File: config.mk
export PLATFORM = sky130hd
export DESIGN_NAME = three_channel_echo_ranging_scheduler_flat
export DESIGN_NICKNAME = d
export VERILOG_FILES = /design/src/hw/rtl/ecrs_pkg.sv /design/src/hw/rtl/ecrs_if.sv /design/src/hw/rtl/ecrs_front.sv /design/src/hw/rtl/ecrs_queue.sv /design/src/hw/rtl/ecrs_back.sv /design/src/hw/rtl/three_channel_echo_ranging_scheduler.sv /design/src/flat_wrapper.sv
export SDC_FILE = /design/constraint.sdc
export NUM_CORES = 1
export LEC_CHECK = 0
export BUFFER_PORTS_ARGS = -buffer_cell sky130_fd_sc_hd__buf_2
export CAP_MARGIN = 20
export CORE_MARGIN = 10
export CORE_UTILIZATION = 45
export DETAILED_ROUTE_END_ITERATION = 10
export PLACE_DENSITY = 0.61
export SETUP_SLACK_MARGIN = 0.1
export SLEW_MARGIN = 20
export SYNTH_ARGS = -nofsm -noshare
export SYNTH_HDL_FRONTEND = slang
export SYNTH_SLANG_ARGS = --single-unit
File: constraint.sdc
create_clock -name clk -period 27.6 [get_ports clk]
set_input_delay 0 -clock clk [delete_from_list [all_inputs] [get_ports clk]]
set_output_delay 0 -clock clk [all_outputs]
set_load 0.01 [all_outputs]
File: src/hw/rtl/ecrs_pkg.sv
// ----------------------------------------------------------------------------
// ecrs_pkg
// Shared types, codes and constants of the three-channel echo ranging
// scheduler.
// ----------------------------------------------------------------------------
package ecrs_pkg;

    localparam int NUM_CH          = 3;
    localparam int CH_W            = 2;
    localparam int STAMP_W         = 16;
    localparam int MS_W            = 32;
    localparam int DIST_W          = 11;
    localparam int GUARD_W         = 16;
    localparam int CFG_IDX_W       = 2;
    localparam int CFG_DATA_W      = 16;
    localparam int QUEUE_DEPTH_DEF = 2;

    localparam logic [GUARD_W-1:0] GUARD_RESET = 16'd60;
    localparam logic [DIST_W-1:0]  CLAMP_RESET = 11'd58;
    localparam logic [DIST_W-1:0]  RAW_RESET   = 11'd400;
    localparam logic [NUM_CH-1:0]  FRAME_ALL   = 3'h7;

    // register indexes on the configuration port
    localparam logic [CFG_IDX_W-1:0] CFG_GUARD_MS      = 2'd0;
    localparam logic [CFG_IDX_W-1:0] CFG_SIDE_CLAMP_CM = 2'd1;

    localparam logic [CH_W-1:0] CH_LEFT   = 2'd0;
    localparam logic [CH_W-1:0] CH_RIGHT  = 2'd1;
    localparam logic [CH_W-1:0] CH_CENTER = 2'd2;
    localparam logic [CH_W-1:0] CH_NONE   = 2'd3;

    // width / 58 = (width >> 1) / 29, done as a multiply by ceil(2^20 / 29)
    localparam int                 RECIP_SHIFT = 20;
    localparam logic [15:0]        RECIP_29    = 16'd36158;

    typedef enum logic [1:0] {
        OP_UPDATE  = 2'd0,
        OP_CAPTURE = 2'd1,
        OP_IGNORE  = 2'd2
    } op_t;

    typedef enum logic [1:0] {
        PH_WAIT_RISE = 2'd0,
        PH_WAIT_FALL = 2'd1,
        PH_DONE      = 2'd2
    } phase_t;

    typedef struct packed {
        op_t                op;
        logic [CH_W-1:0]    channel;
        logic [STAMP_W-1:0] capture_stamp;
        logic [MS_W-1:0]    now_ms;
    } cmd_t;

    function automatic logic [DIST_W-1:0] div58(input logic [STAMP_W-1:0] width);
        logic [30:0] prod;
        prod = 31'(width[STAMP_W-1:1]) * 31'(RECIP_29);
        return prod[RECIP_SHIFT+DIST_W-1:RECIP_SHIFT];
    endfunction

endpackage

File: src/hw/rtl/ecrs_if.sv
// ----------------------------------------------------------------------------
// ecrs_if
// Valid/ready channels of the echo ranging scheduler: input items, result
// items and configuration writes.
// ----------------------------------------------------------------------------
interface ecrs_in_if;
    import ecrs_pkg::*;

    logic               valid;
    logic               ready;
    logic               mode;
    logic [CH_W-1:0]    channel;
    logic [STAMP_W-1:0] capture_stamp;
    logic [MS_W-1:0]    now_ms;

    modport source (output valid, mode, channel, capture_stamp, now_ms, input ready);
    modport sink   (input valid, mode, channel, capture_stamp, now_ms, output ready);
endinterface

interface ecrs_out_if;
    import ecrs_pkg::*;

    logic              valid;
    logic              ready;
    logic              trigger_fire;
    logic [CH_W-1:0]   trigger_channel;
    logic              frame_done;
    logic [DIST_W-1:0] left_cm;
    logic [DIST_W-1:0] right_cm;
    logic [DIST_W-1:0] center_cm;

    modport source (output valid, trigger_fire, trigger_channel, frame_done,
                    left_cm, right_cm, center_cm, input ready);
    modport sink   (input valid, trigger_fire, trigger_channel, frame_done,
                    left_cm, right_cm, center_cm, output ready);
endinterface

interface ecrs_cfg_if;
    import ecrs_pkg::*;

    logic                  valid;
    logic                  ready;
    logic [CFG_IDX_W-1:0]  index;
    logic [CFG_DATA_W-1:0] data;

    modport source (output valid, index, data, input ready);
    modport sink   (input valid, index, data, output ready);
endinterface

File: src/hw/rtl/ecrs_front.sv
// ----------------------------------------------------------------------------
// ecrs_front
// Takes input items and sorts them into update, capture and ignored
// commands for the command queue.
// ----------------------------------------------------------------------------
module ecrs_front (
    ecrs_in_if.sink         src,
    output logic            push_valid,
    input  logic            push_ready,
    output ecrs_pkg::cmd_t  push_data
);
    import ecrs_pkg::*;

    assign src.ready  = push_ready;
    assign push_valid = src.valid;

    always_comb
    begin
        push_data.channel       = src.channel;
        push_data.capture_stamp = src.capture_stamp;
        push_data.now_ms        = src.now_ms;
        if (!src.mode)
        begin
            push_data.op = OP_UPDATE;
        end
        else if (src.channel == CH_NONE)
        begin
            // capture on the unused channel code only yields a plain result
            push_data.op = OP_IGNORE;
        end
        else
        begin
            push_data.op = OP_CAPTURE;
        end
    end

endmodule

File: src/hw/rtl/ecrs_queue.sv
// ----------------------------------------------------------------------------
// ecrs_queue
// Short command queue between the front and the back, so either side can
// stall without holding the other.
// ----------------------------------------------------------------------------
module ecrs_queue #(
    parameter int DEPTH = ecrs_pkg::QUEUE_DEPTH_DEF
) (
    input  logic           clk,
    input  logic           rst_n,
    input  logic           push_valid,
    output logic           push_ready,
    input  ecrs_pkg::cmd_t push_data,
    output logic           pop_valid,
    input  logic           pop_ready,
    output ecrs_pkg::cmd_t pop_data
);
    import ecrs_pkg::*;

    localparam int PTR_W = (DEPTH > 1) ? $clog2(DEPTH) : 1;
    localparam int CNT_W = $clog2(DEPTH + 1);

    cmd_t             mem_reg [DEPTH];
    logic [PTR_W-1:0] wr_ptr_reg, wr_ptr_next;
    logic [PTR_W-1:0] rd_ptr_reg, rd_ptr_next;
    logic [CNT_W-1:0] count_reg, count_next;
    logic             do_push;
    logic             do_pop;

    assign push_ready = (count_reg != CNT_W'(DEPTH));
    assign pop_valid  = (count_reg != '0);
    assign pop_data   = mem_reg[rd_ptr_reg];
    assign do_push    = push_valid && push_ready;
    assign do_pop     = pop_valid && pop_ready;

    always_comb
    begin
        wr_ptr_next = wr_ptr_reg;
        rd_ptr_next = rd_ptr_reg;
        count_next  = count_reg;
        if (do_push)
        begin
            wr_ptr_next = (wr_ptr_reg == PTR_W'(DEPTH - 1)) ? '0 : wr_ptr_reg + 1'b1;
        end
        if (do_pop)
        begin
            rd_ptr_next = (rd_ptr_reg == PTR_W'(DEPTH - 1)) ? '0 : rd_ptr_reg + 1'b1;
        end
        if (do_push && !do_pop)
        begin
            count_next = count_reg + 1'b1;
        end
        else if (do_pop && !do_push)
        begin
            count_next = count_reg - 1'b1;
        end
    end

    always_ff @(posedge clk or negedge rst_n)
    begin
        if (!rst_n)
        begin
            wr_ptr_reg <= '0;
            rd_ptr_reg <= '0;
            count_reg  <= '0;
        end
        else
        begin
            wr_ptr_reg <= wr_ptr_next;
            rd_ptr_reg <= rd_ptr_next;
            count_reg  <= count_next;
        end
    end

    always_ff @(posedge clk)
    begin
        if (do_push)
        begin
            mem_reg[wr_ptr_reg] <= push_data;
        end
    end

endmodule

File: src/hw/rtl/ecrs_back.sv
// ----------------------------------------------------------------------------
// ecrs_back
// Executes commands: echo capture with width and distance per channel,
// committed on update; frame collection, round-robin triggering, filtered output.
// Holds the configuration registers and the result register.
// ----------------------------------------------------------------------------
module ecrs_back (
    input  logic           clk,
    input  logic           rst_n,
    input  logic           cmd_valid,
    output logic           cmd_ready,
    input  ecrs_pkg::cmd_t cmd,
    ecrs_cfg_if.sink       cfg,
    ecrs_out_if.source     res
);
    import ecrs_pkg::*;

    phase_t             phase_reg   [NUM_CH];
    phase_t             phase_next  [NUM_CH];
    logic [NUM_CH-1:0]  armed_reg, armed_next;
    logic [STAMP_W-1:0] rise_reg    [NUM_CH];
    logic [STAMP_W-1:0] rise_next   [NUM_CH];
    logic [STAMP_W-1:0] pend_w_reg  [NUM_CH];
    logic [STAMP_W-1:0] pend_w_next [NUM_CH];
    logic [DIST_W-1:0]  pend_d_reg  [NUM_CH];
    logic [DIST_W-1:0]  pend_d_next [NUM_CH];
    logic [NUM_CH-1:0]  echo_nz_reg, echo_nz_next;
    logic [DIST_W-1:0]  raw_reg     [NUM_CH];
    logic [DIST_W-1:0]  raw_next    [NUM_CH];
    logic [DIST_W-1:0]  filt_reg    [NUM_CH];
    logic [DIST_W-1:0]  filt_next   [NUM_CH];
    logic [CH_W-1:0]    next_ch_reg, next_ch_next;
    logic [MS_W-1:0]    last_ms_reg, last_ms_next;
    logic [NUM_CH-1:0]  frame_reg, frame_next;
    logic [GUARD_W-1:0] guard_reg;
    logic [DIST_W-1:0]  clamp_reg;

    logic               out_valid_reg;
    logic               fire_reg, fire_next;
    logic [CH_W-1:0]    tch_reg, tch_next;
    logic               done_reg, done_next;
    logic [DIST_W-1:0]  dist_reg [NUM_CH];

    logic               go;

    assign cmd_ready = !out_valid_reg || res.ready;
    assign go        = cmd_valid && cmd_ready;
    assign cfg.ready = 1'b1;

    // channel state and result for the command at the head of the queue
    always_comb
    begin
        logic [STAMP_W-1:0] cap_width;
        logic [MS_W-1:0]    elapsed;
        logic [CH_W-1:0]    trig_ch;

        phase_next   = phase_reg;
        armed_next   = armed_reg;
        rise_next    = rise_reg;
        pend_w_next  = pend_w_reg;
        pend_d_next  = pend_d_reg;
        echo_nz_next = echo_nz_reg;
        raw_next     = raw_reg;
        filt_next    = filt_reg;
        next_ch_next = next_ch_reg;
        last_ms_next = last_ms_reg;
        frame_next   = frame_reg;
        fire_next    = 1'b0;
        tch_next     = CH_LEFT;
        done_next    = 1'b0;
        cap_width    = '0;
        elapsed      = cmd.now_ms - last_ms_reg;
        trig_ch      = (next_ch_reg == CH_NONE) ? CH_CENTER : next_ch_reg;

        if (go)
        begin
            unique case (cmd.op)
                OP_CAPTURE:
                begin
                    if (armed_reg[cmd.channel])
                    begin
                        if (phase_reg[cmd.channel] == PH_WAIT_RISE)
                        begin
                            rise_next[cmd.channel]  = cmd.capture_stamp;
                            phase_next[cmd.channel] = PH_WAIT_FALL;
                        end
                        else if (phase_reg[cmd.channel] == PH_WAIT_FALL)
                        begin
                            // width and distance prepared now, committed on update
                            cap_width                = cmd.capture_stamp - rise_reg[cmd.channel];
                            pend_w_next[cmd.channel] = cap_width;
                            pend_d_next[cmd.channel] = div58(cap_width);
                            phase_next[cmd.channel]  = PH_DONE;
                        end
                    end
                end
                OP_UPDATE:
                begin
                    for (int k = 0; k < NUM_CH; k++)
                    begin
                        if (phase_reg[k] == PH_DONE)
                        begin
                            echo_nz_next[k] = (pend_w_reg[k] != '0);
                            raw_next[k]     = pend_d_reg[k];
                            phase_next[k]   = PH_WAIT_RISE;
                            armed_next[k]   = 1'b0;
                        end
                    end
                    // stale echoes count as well
                    for (int k = 0; k < NUM_CH; k++)
                    begin
                        if (phase_next[k] == PH_WAIT_RISE && echo_nz_next[k])
                        begin
                            frame_next[k] = 1'b1;
                        end
                    end
                    if (elapsed >= MS_W'(guard_reg))
                    begin
                        phase_next[trig_ch] = PH_WAIT_RISE;
                        armed_next[trig_ch] = 1'b1;
                        fire_next           = 1'b1;
                        tch_next            = trig_ch;
                        next_ch_next        = (trig_ch == CH_CENTER) ? CH_LEFT
                                                                     : trig_ch + 1'b1;
                        last_ms_next        = cmd.now_ms;
                    end
                    if (frame_next == FRAME_ALL)
                    begin
                        filt_next[CH_LEFT]   = (raw_next[CH_LEFT] > clamp_reg)
                                               ? clamp_reg : raw_next[CH_LEFT];
                        filt_next[CH_RIGHT]  = (raw_next[CH_RIGHT] > clamp_reg)
                                               ? clamp_reg : raw_next[CH_RIGHT];
                        filt_next[CH_CENTER] = raw_next[CH_CENTER];
                        frame_next           = '0;
                        done_next            = 1'b1;
                    end
                end
                default:
                begin
                end
            endcase
        end
    end

    always_ff @(posedge clk or negedge rst_n)
    begin
        if (!rst_n)
        begin
            for (int k = 0; k < NUM_CH; k++)
            begin
                phase_reg[k] <= PH_WAIT_RISE;
                raw_reg[k]   <= RAW_RESET;
                filt_reg[k]  <= '0;
            end
            armed_reg     <= '0;
            echo_nz_reg   <= '0;
            next_ch_reg   <= CH_LEFT;
            last_ms_reg   <= '0;
            frame_reg     <= '0;
            guard_reg     <= GUARD_RESET;
            clamp_reg     <= CLAMP_RESET;
            out_valid_reg <= 1'b0;
        end
        else
        begin
            phase_reg   <= phase_next;
            armed_reg   <= armed_next;
            echo_nz_reg <= echo_nz_next;
            raw_reg     <= raw_next;
            filt_reg    <= filt_next;
            next_ch_reg <= next_ch_next;
            last_ms_reg <= last_ms_next;
            frame_reg   <= frame_next;
            if (go)
            begin
                out_valid_reg <= 1'b1;
            end
            else if (res.ready)
            begin
                out_valid_reg <= 1'b0;
            end
            if (cfg.valid)
            begin
                unique case (cfg.index)
                    CFG_GUARD_MS:      guard_reg <= cfg.data[GUARD_W-1:0];
                    CFG_SIDE_CLAMP_CM: clamp_reg <= cfg.data[DIST_W-1:0];
                    default:
                    begin
                    end
                endcase
            end
        end
    end

    // stamps and result payload carry no reset
    always_ff @(posedge clk)
    begin
        rise_reg   <= rise_next;
        pend_w_reg <= pend_w_next;
        pend_d_reg <= pend_d_next;
        if (go)
        begin
            fire_reg <= fire_next;
            tch_reg  <= tch_next;
            done_reg <= done_next;
            dist_reg <= filt_next;
        end
    end

    assign res.valid           = out_valid_reg;
    assign res.trigger_fire    = fire_reg;
    assign res.trigger_channel = tch_reg;
    assign res.frame_done      = done_reg;
    assign res.left_cm         = dist_reg[CH_LEFT];
    assign res.right_cm        = dist_reg[CH_RIGHT];
    assign res.center_cm       = dist_reg[CH_CENTER];

endmodule

File: src/hw/rtl/three_channel_echo_ranging_scheduler.sv
// path: an accepted item goes through the command queue, then through the
// execute stage into the result register
// throughput: one item per cycle while the result register is not stalled
// reset: all channels idle and disarmed, raw distances 400, filtered 0,
// round robin at left, guard 60 ms, side clamp 58 cm; no clearing pass
// ----------------------------------------------------------------------------
// three_channel_echo_ranging_scheduler
// Round-robin scheduler for three ultrasonic rangers: echo capture, width to
// distance conversion, frame collection and distance output with side clamp.
// ----------------------------------------------------------------------------
module three_channel_echo_ranging_scheduler #(
    parameter int QUEUE_DEPTH = ecrs_pkg::QUEUE_DEPTH_DEF
) (
    input  logic       clk,
    input  logic       rst_n,
    ecrs_in_if.sink    src,
    ecrs_cfg_if.sink   cfg,
    ecrs_out_if.source res
);
    import ecrs_pkg::*;

    logic push_valid;
    logic push_ready;
    cmd_t push_data;
    logic pop_valid;
    logic pop_ready;
    cmd_t pop_data;

    ecrs_front u_front (
        .src        (src),
        .push_valid (push_valid),
        .push_ready (push_ready),
        .push_data  (push_data)
    );

    ecrs_queue #(
        .DEPTH (QUEUE_DEPTH)
    ) u_queue (
        .clk        (clk),
        .rst_n      (rst_n),
        .push_valid (push_valid),
        .push_ready (push_ready),
        .push_data  (push_data),
        .pop_valid  (pop_valid),
        .pop_ready  (pop_ready),
        .pop_data   (pop_data)
    );

    ecrs_back u_back (
        .clk       (clk),
        .rst_n     (rst_n),
        .cmd_valid (pop_valid),
        .cmd_ready (pop_ready),
        .cmd       (pop_data),
        .cfg       (cfg),
        .res       (res)
    );

endmodule

File: src/flat_wrapper.sv
// flat-port wrapper written by rule: the top's interface ports become plain ports
module three_channel_echo_ranging_scheduler_flat import ecrs_pkg::*;
#(
    parameter int QUEUE_DEPTH = ecrs_pkg::QUEUE_DEPTH_DEF
)
  (clk, rst_n, src_valid, src_mode, src_channel, src_capture_stamp, src_now_ms, src_ready, cfg_valid, cfg_index, cfg_data, cfg_ready, res_valid, res_trigger_fire, res_trigger_channel, res_frame_done, res_left_cm, res_right_cm, res_center_cm, res_ready);
  ecrs_in_if src_i ();
  ecrs_cfg_if cfg_i ();
  ecrs_out_if res_i ();
  input  logic clk;
  input  logic rst_n;
  input wire logic [$bits(src_i.valid)-1:0] src_valid;
  input wire logic [$bits(src_i.mode)-1:0] src_mode;
  input wire logic [$bits(src_i.channel)-1:0] src_channel;
  input wire logic [$bits(src_i.capture_stamp)-1:0] src_capture_stamp;
  input wire logic [$bits(src_i.now_ms)-1:0] src_now_ms;
  output wire logic [$bits(src_i.ready)-1:0] src_ready;
  input wire logic [$bits(cfg_i.valid)-1:0] cfg_valid;
  input wire logic [$bits(cfg_i.index)-1:0] cfg_index;
  input wire logic [$bits(cfg_i.data)-1:0] cfg_data;
  output wire logic [$bits(cfg_i.ready)-1:0] cfg_ready;
  output wire logic [$bits(res_i.valid)-1:0] res_valid;
  output wire logic [$bits(res_i.trigger_fire)-1:0] res_trigger_fire;
  output wire logic [$bits(res_i.trigger_channel)-1:0] res_trigger_channel;
  output wire logic [$bits(res_i.frame_done)-1:0] res_frame_done;
  output wire logic [$bits(res_i.left_cm)-1:0] res_left_cm;
  output wire logic [$bits(res_i.right_cm)-1:0] res_right_cm;
  output wire logic [$bits(res_i.center_cm)-1:0] res_center_cm;
  input wire logic [$bits(res_i.ready)-1:0] res_ready;
  assign src_i.valid = src_valid;
  assign src_i.mode = src_mode;
  assign src_i.channel = src_channel;
  assign src_i.capture_stamp = src_capture_stamp;
  assign src_i.now_ms = src_now_ms;
  assign src_ready = src_i.ready;
  assign cfg_i.valid = cfg_valid;
  assign cfg_i.index = cfg_index;
  assign cfg_i.data = cfg_data;
  assign cfg_ready = cfg_i.ready;
  assign res_valid = res_i.valid;
  assign res_trigger_fire = res_i.trigger_fire;
  assign res_trigger_channel = res_i.trigger_channel;
  assign res_frame_done = res_i.frame_done;
  assign res_left_cm = res_i.left_cm;
  assign res_right_cm = res_i.right_cm;
  assign res_center_cm = res_i.center_cm;
  assign res_i.ready = res_ready;
  three_channel_echo_ranging_scheduler #(.QUEUE_DEPTH(QUEUE_DEPTH)) u_core (.clk(clk), .rst_n(rst_n), .src(src_i), .cfg(cfg_i), .res(res_i));
endmodule
==> flow_metrics.py <==
metrics = {
    "sta": {
        "hold_violations": 0,
        "rsz0062_at_grt": "no",
        "min_period_over_period_pct": 42.9,
        "maxSlewHeadroom_pct": 24.6,
        "fin_hold_ws_ps": 20.4,
        "finalSetupViolCount": 0,
        "slew_viol_final": 0,
        "fin_setup_tns_ps": 0,
        "fmax_mhz": 84.5,
        "finalCriticalPeriod_ps": 11830,
        "tightestPinTransition_ps": 1130,
        "clock_skew_ps": 22.0,
    },
    "global_route": {
        "grtUsageTotal_pct": 17.6,
        "grt_pass1_vias": 15448,
        "overflow": 0,
        "grt_max_degree": 79,
        "grt_pass1_wl_um": 85800,
        "grt_antenna_before_repair": 0,
    },
    "critical_path": {
        "crit_required_ps": 27900,
        "cp_slowest_stage_delay_ps": 760,
        "critPathMaxFanout": 32,
        "cp_data_arrival_time_ps": 12130,
        "cp_slowest_cell": "dfrtp_2",
        "crit_top_cell": "fa_1",
        "path_class": "flop to flop",
        "startpoint_type": "flop",
        "cp_top_family": "adder cells",
        "rr_startpoint": "u_core.u_queue.rd_ptr_reg",
        "endpoint_kind": "flop",
        "startpoint": "u_core.u_queue.rd_ptr_reg",
        "path_buf_inv": 5,
    },
    "synth": {
        "synth_top_area_share_pct": 35.1,
        "synth-main-ff-cell": "edfxtp_1",
        "synthesis.area_um2": 23100,
        "synthArstFlopShare_pct": 35.3,
        "synth_area_leaders": "edfxtp_1 (35%), dfrtp_1 (14%), ha_1 (11%)",
        "synth_cell_types": 75,
        "yosysTopAreaCell": "edfxtp_1",
        "synth_edf_count": 270,
        "ys_seq_area_share_pct": 51.1,
        "synthTopCellsByCount": "edfxtp_1 (270), inv_1 (224), nand2_1 (206)",
        "yosys_warnings": 0,
        "synth.most_common_cell": "edfxtp_1",
        "yosys_register_bits": 417,
        "synthesis.instances": 1965,
        "synth_area_per_cell_um2": 11.7,
        "syn-num-nets": 2310,
    },
    "routing": {
        "dr.pass1.iters": 5,
        "vias": 15159,
        "vias_per_cell": 5.23,
        "ant_nets": 0,
        "avgRoutedWirePerCell_um": 18.4,
        "route.met2.wl_um": 25300,
        "drc": 0,
        "m1WireLength_um": 25000,
        "route.met3.wl_um": 2380,
        "drtIter0Drc": 768,
        "top_layer_used": "met4",
        "totalWireLength_um": 53400,
    },
    "final_layout": {
        "multi_input_area_um2": 10300,
        "fill_cells": 4401,
        "final_nets": 2534,
        "seq_area_um2": 11800,
        "num_antenna_cells": 0,
        "area_delta_synth_final_pct": 17.1,
        "largest_reg_flops": 104,
        "drive_gt1_share_pct": 15.5,
    },
    "clock_network": {
        "cts_buffers": 46,
        "root_buffer": "clkbuf_16",
        "clock_latency_ps": 580,
        "htree_levels": 2,
        "clk_pin_slew_ps": 60,
        "cts_resized": 0,
        "clock-sinks": 417,
        "cts_post_setup_buffers_inserted": 0,
        "clk_path_buf_depth": 3,
        "cts_tree": "built",
        "hold_buffers": 100,
    },
    "floorplanning": {
        "die-height_um": 247,
        "start_util_pct": 45.7,
        "die_w_um": 247,
        "coreArea_um2": 50500,
        "io-pin-count": 114,
        "die-area_um2": 60800,
        "num_rows": 82,
    },
    "run": {
        "maxCapViolCount": 0,
    },
    "placed_design": {
        "port_buffers": 112,
        "gp_congestion": 0.921,
        "dpl.hpwl_um": 39300,
    },
    "hold_path": {
        "holdCritPathClass": "input port to async pin",
    },
    "run_status": {
        "status": "complete, no violations",
    },
}
## metrics by stage
step	setup WS [ps]	instance area, µm²	std cells	utilization, %
after floorplan	17270	23100	1965	-
after global placement	16100	24500	2713	48.5
after detailed placement	15760	24500	2713	48.5
after CTS	15710	27000	2898	53.5
after global routing	14800	27000	2898	53.6
final	15770	27000	2898	53.6
## worst reg2reg max path: cells and delay by family (launching register included)
| family | cells | cell delay, ps |
|---|---|---|
| multiplexers | 2 | 970 |
| flip-flops | 1 | 760 |
| buffers and inverters | 5 | 720 |
| AO/OA/AOI/OAI | 14 | 3630 |
| XOR/XNOR | 1 | 160 |
| AND/OR/NAND/NOR | 6 | 1320 |
| adder cells (fa/ha/maj) | 9 | 4020 |
## cell families (layout without fill, tap and decap cells)
family | after synthesis | after routing | share of synthesized area (%)
and+or+nand+nor | 435 | 435 | 8.74
adders and majority gates | 271 | 271 | 17.2
xor gates and xnor gates | 60 | 60 | 2.28
muxes | 136 | 136 | 6.40
other | 1 | 1 | 0.0162
DFF | 417 | 417 | 51.1
AOI/OAI and AO/OA | 359 | 359 | 9.48
buffers and inverters | 286 | 547 | 4.80
## layer usage
| metal | GRT usage, % | vias to the layer above |
|---|---|---|
| li1 | - | 7407 |
| met1 | 24.4 | 7422 |
| met2 | 28.7 | 275 |
| met3 | 3.01 | 55 |
| met4 | 3.64 | 0 |
| met5 | 0 | - |
## final cells by class
| cell class | instances | area share (%) |
|---|---|---|
| Sequential cell | 417 | 43.7 |
| Multi-Input combinational cell | 1262 | 37.9 |
| Timing Repair Buffer | 238 | 6.52 |
| Clock buffer | 58 | 4.50 |
| Inverter | 224 | 3.11 |
| Tap cell | 672 | 3.11 |
| Clock inverter | 27 | 1.15 |
## path summary, 6_finish.rpt
| check | end | depth (start not counted) | slack [ps] |
|---|---|---|---|
| worst min-delay path | u_core.u_back.filt_reg[30] | 2 | 20 |
| worst max register to register | u_core.u_back.pend_d_reg[32] | 37 | 15770 |
| max in group asynchronous | u_core.u_queue.rd_ptr_reg | 3 | 26080 |
| worst min register to register | u_core.u_back.raw_reg[15] | 2 | 460 |
| min in group clk | u_core.u_queue.mem_reg[1][42] | 2 | 140 |
| worst max-delay path | u_core.u_back.pend_d_reg[32] | 37 | 15770 |
## cell usage in the layout (no fill, tap or decap), types with 26 or more instances in the layout
cell / netlist / routed
nor2_1: 61 / 59
inv_1: 224 / 223
a21oi_1: 131 / 131
ha_1: 195 / 195
o21ai_0: 101 / 101
dfrtp_1: 130 / 129
buf_4: 1 / 26
nor3_1: 49 / 47
mux2_2: 92 / 92
xnor2_1: 43 / 41
fa_1: 76 / 76
edfxtp_1: 270 / 270
clkbuf_16: 0 / 46
nand2_1: 206 / 205
mux2i_1: 43 / 42
dlygate4sd3_1: 0 / 100
buf_2: 6 / 111
Power is left out: the tool's default activity adds up to more than one toggle a clock period on the data nets, which glitch-free logic cannot reach.
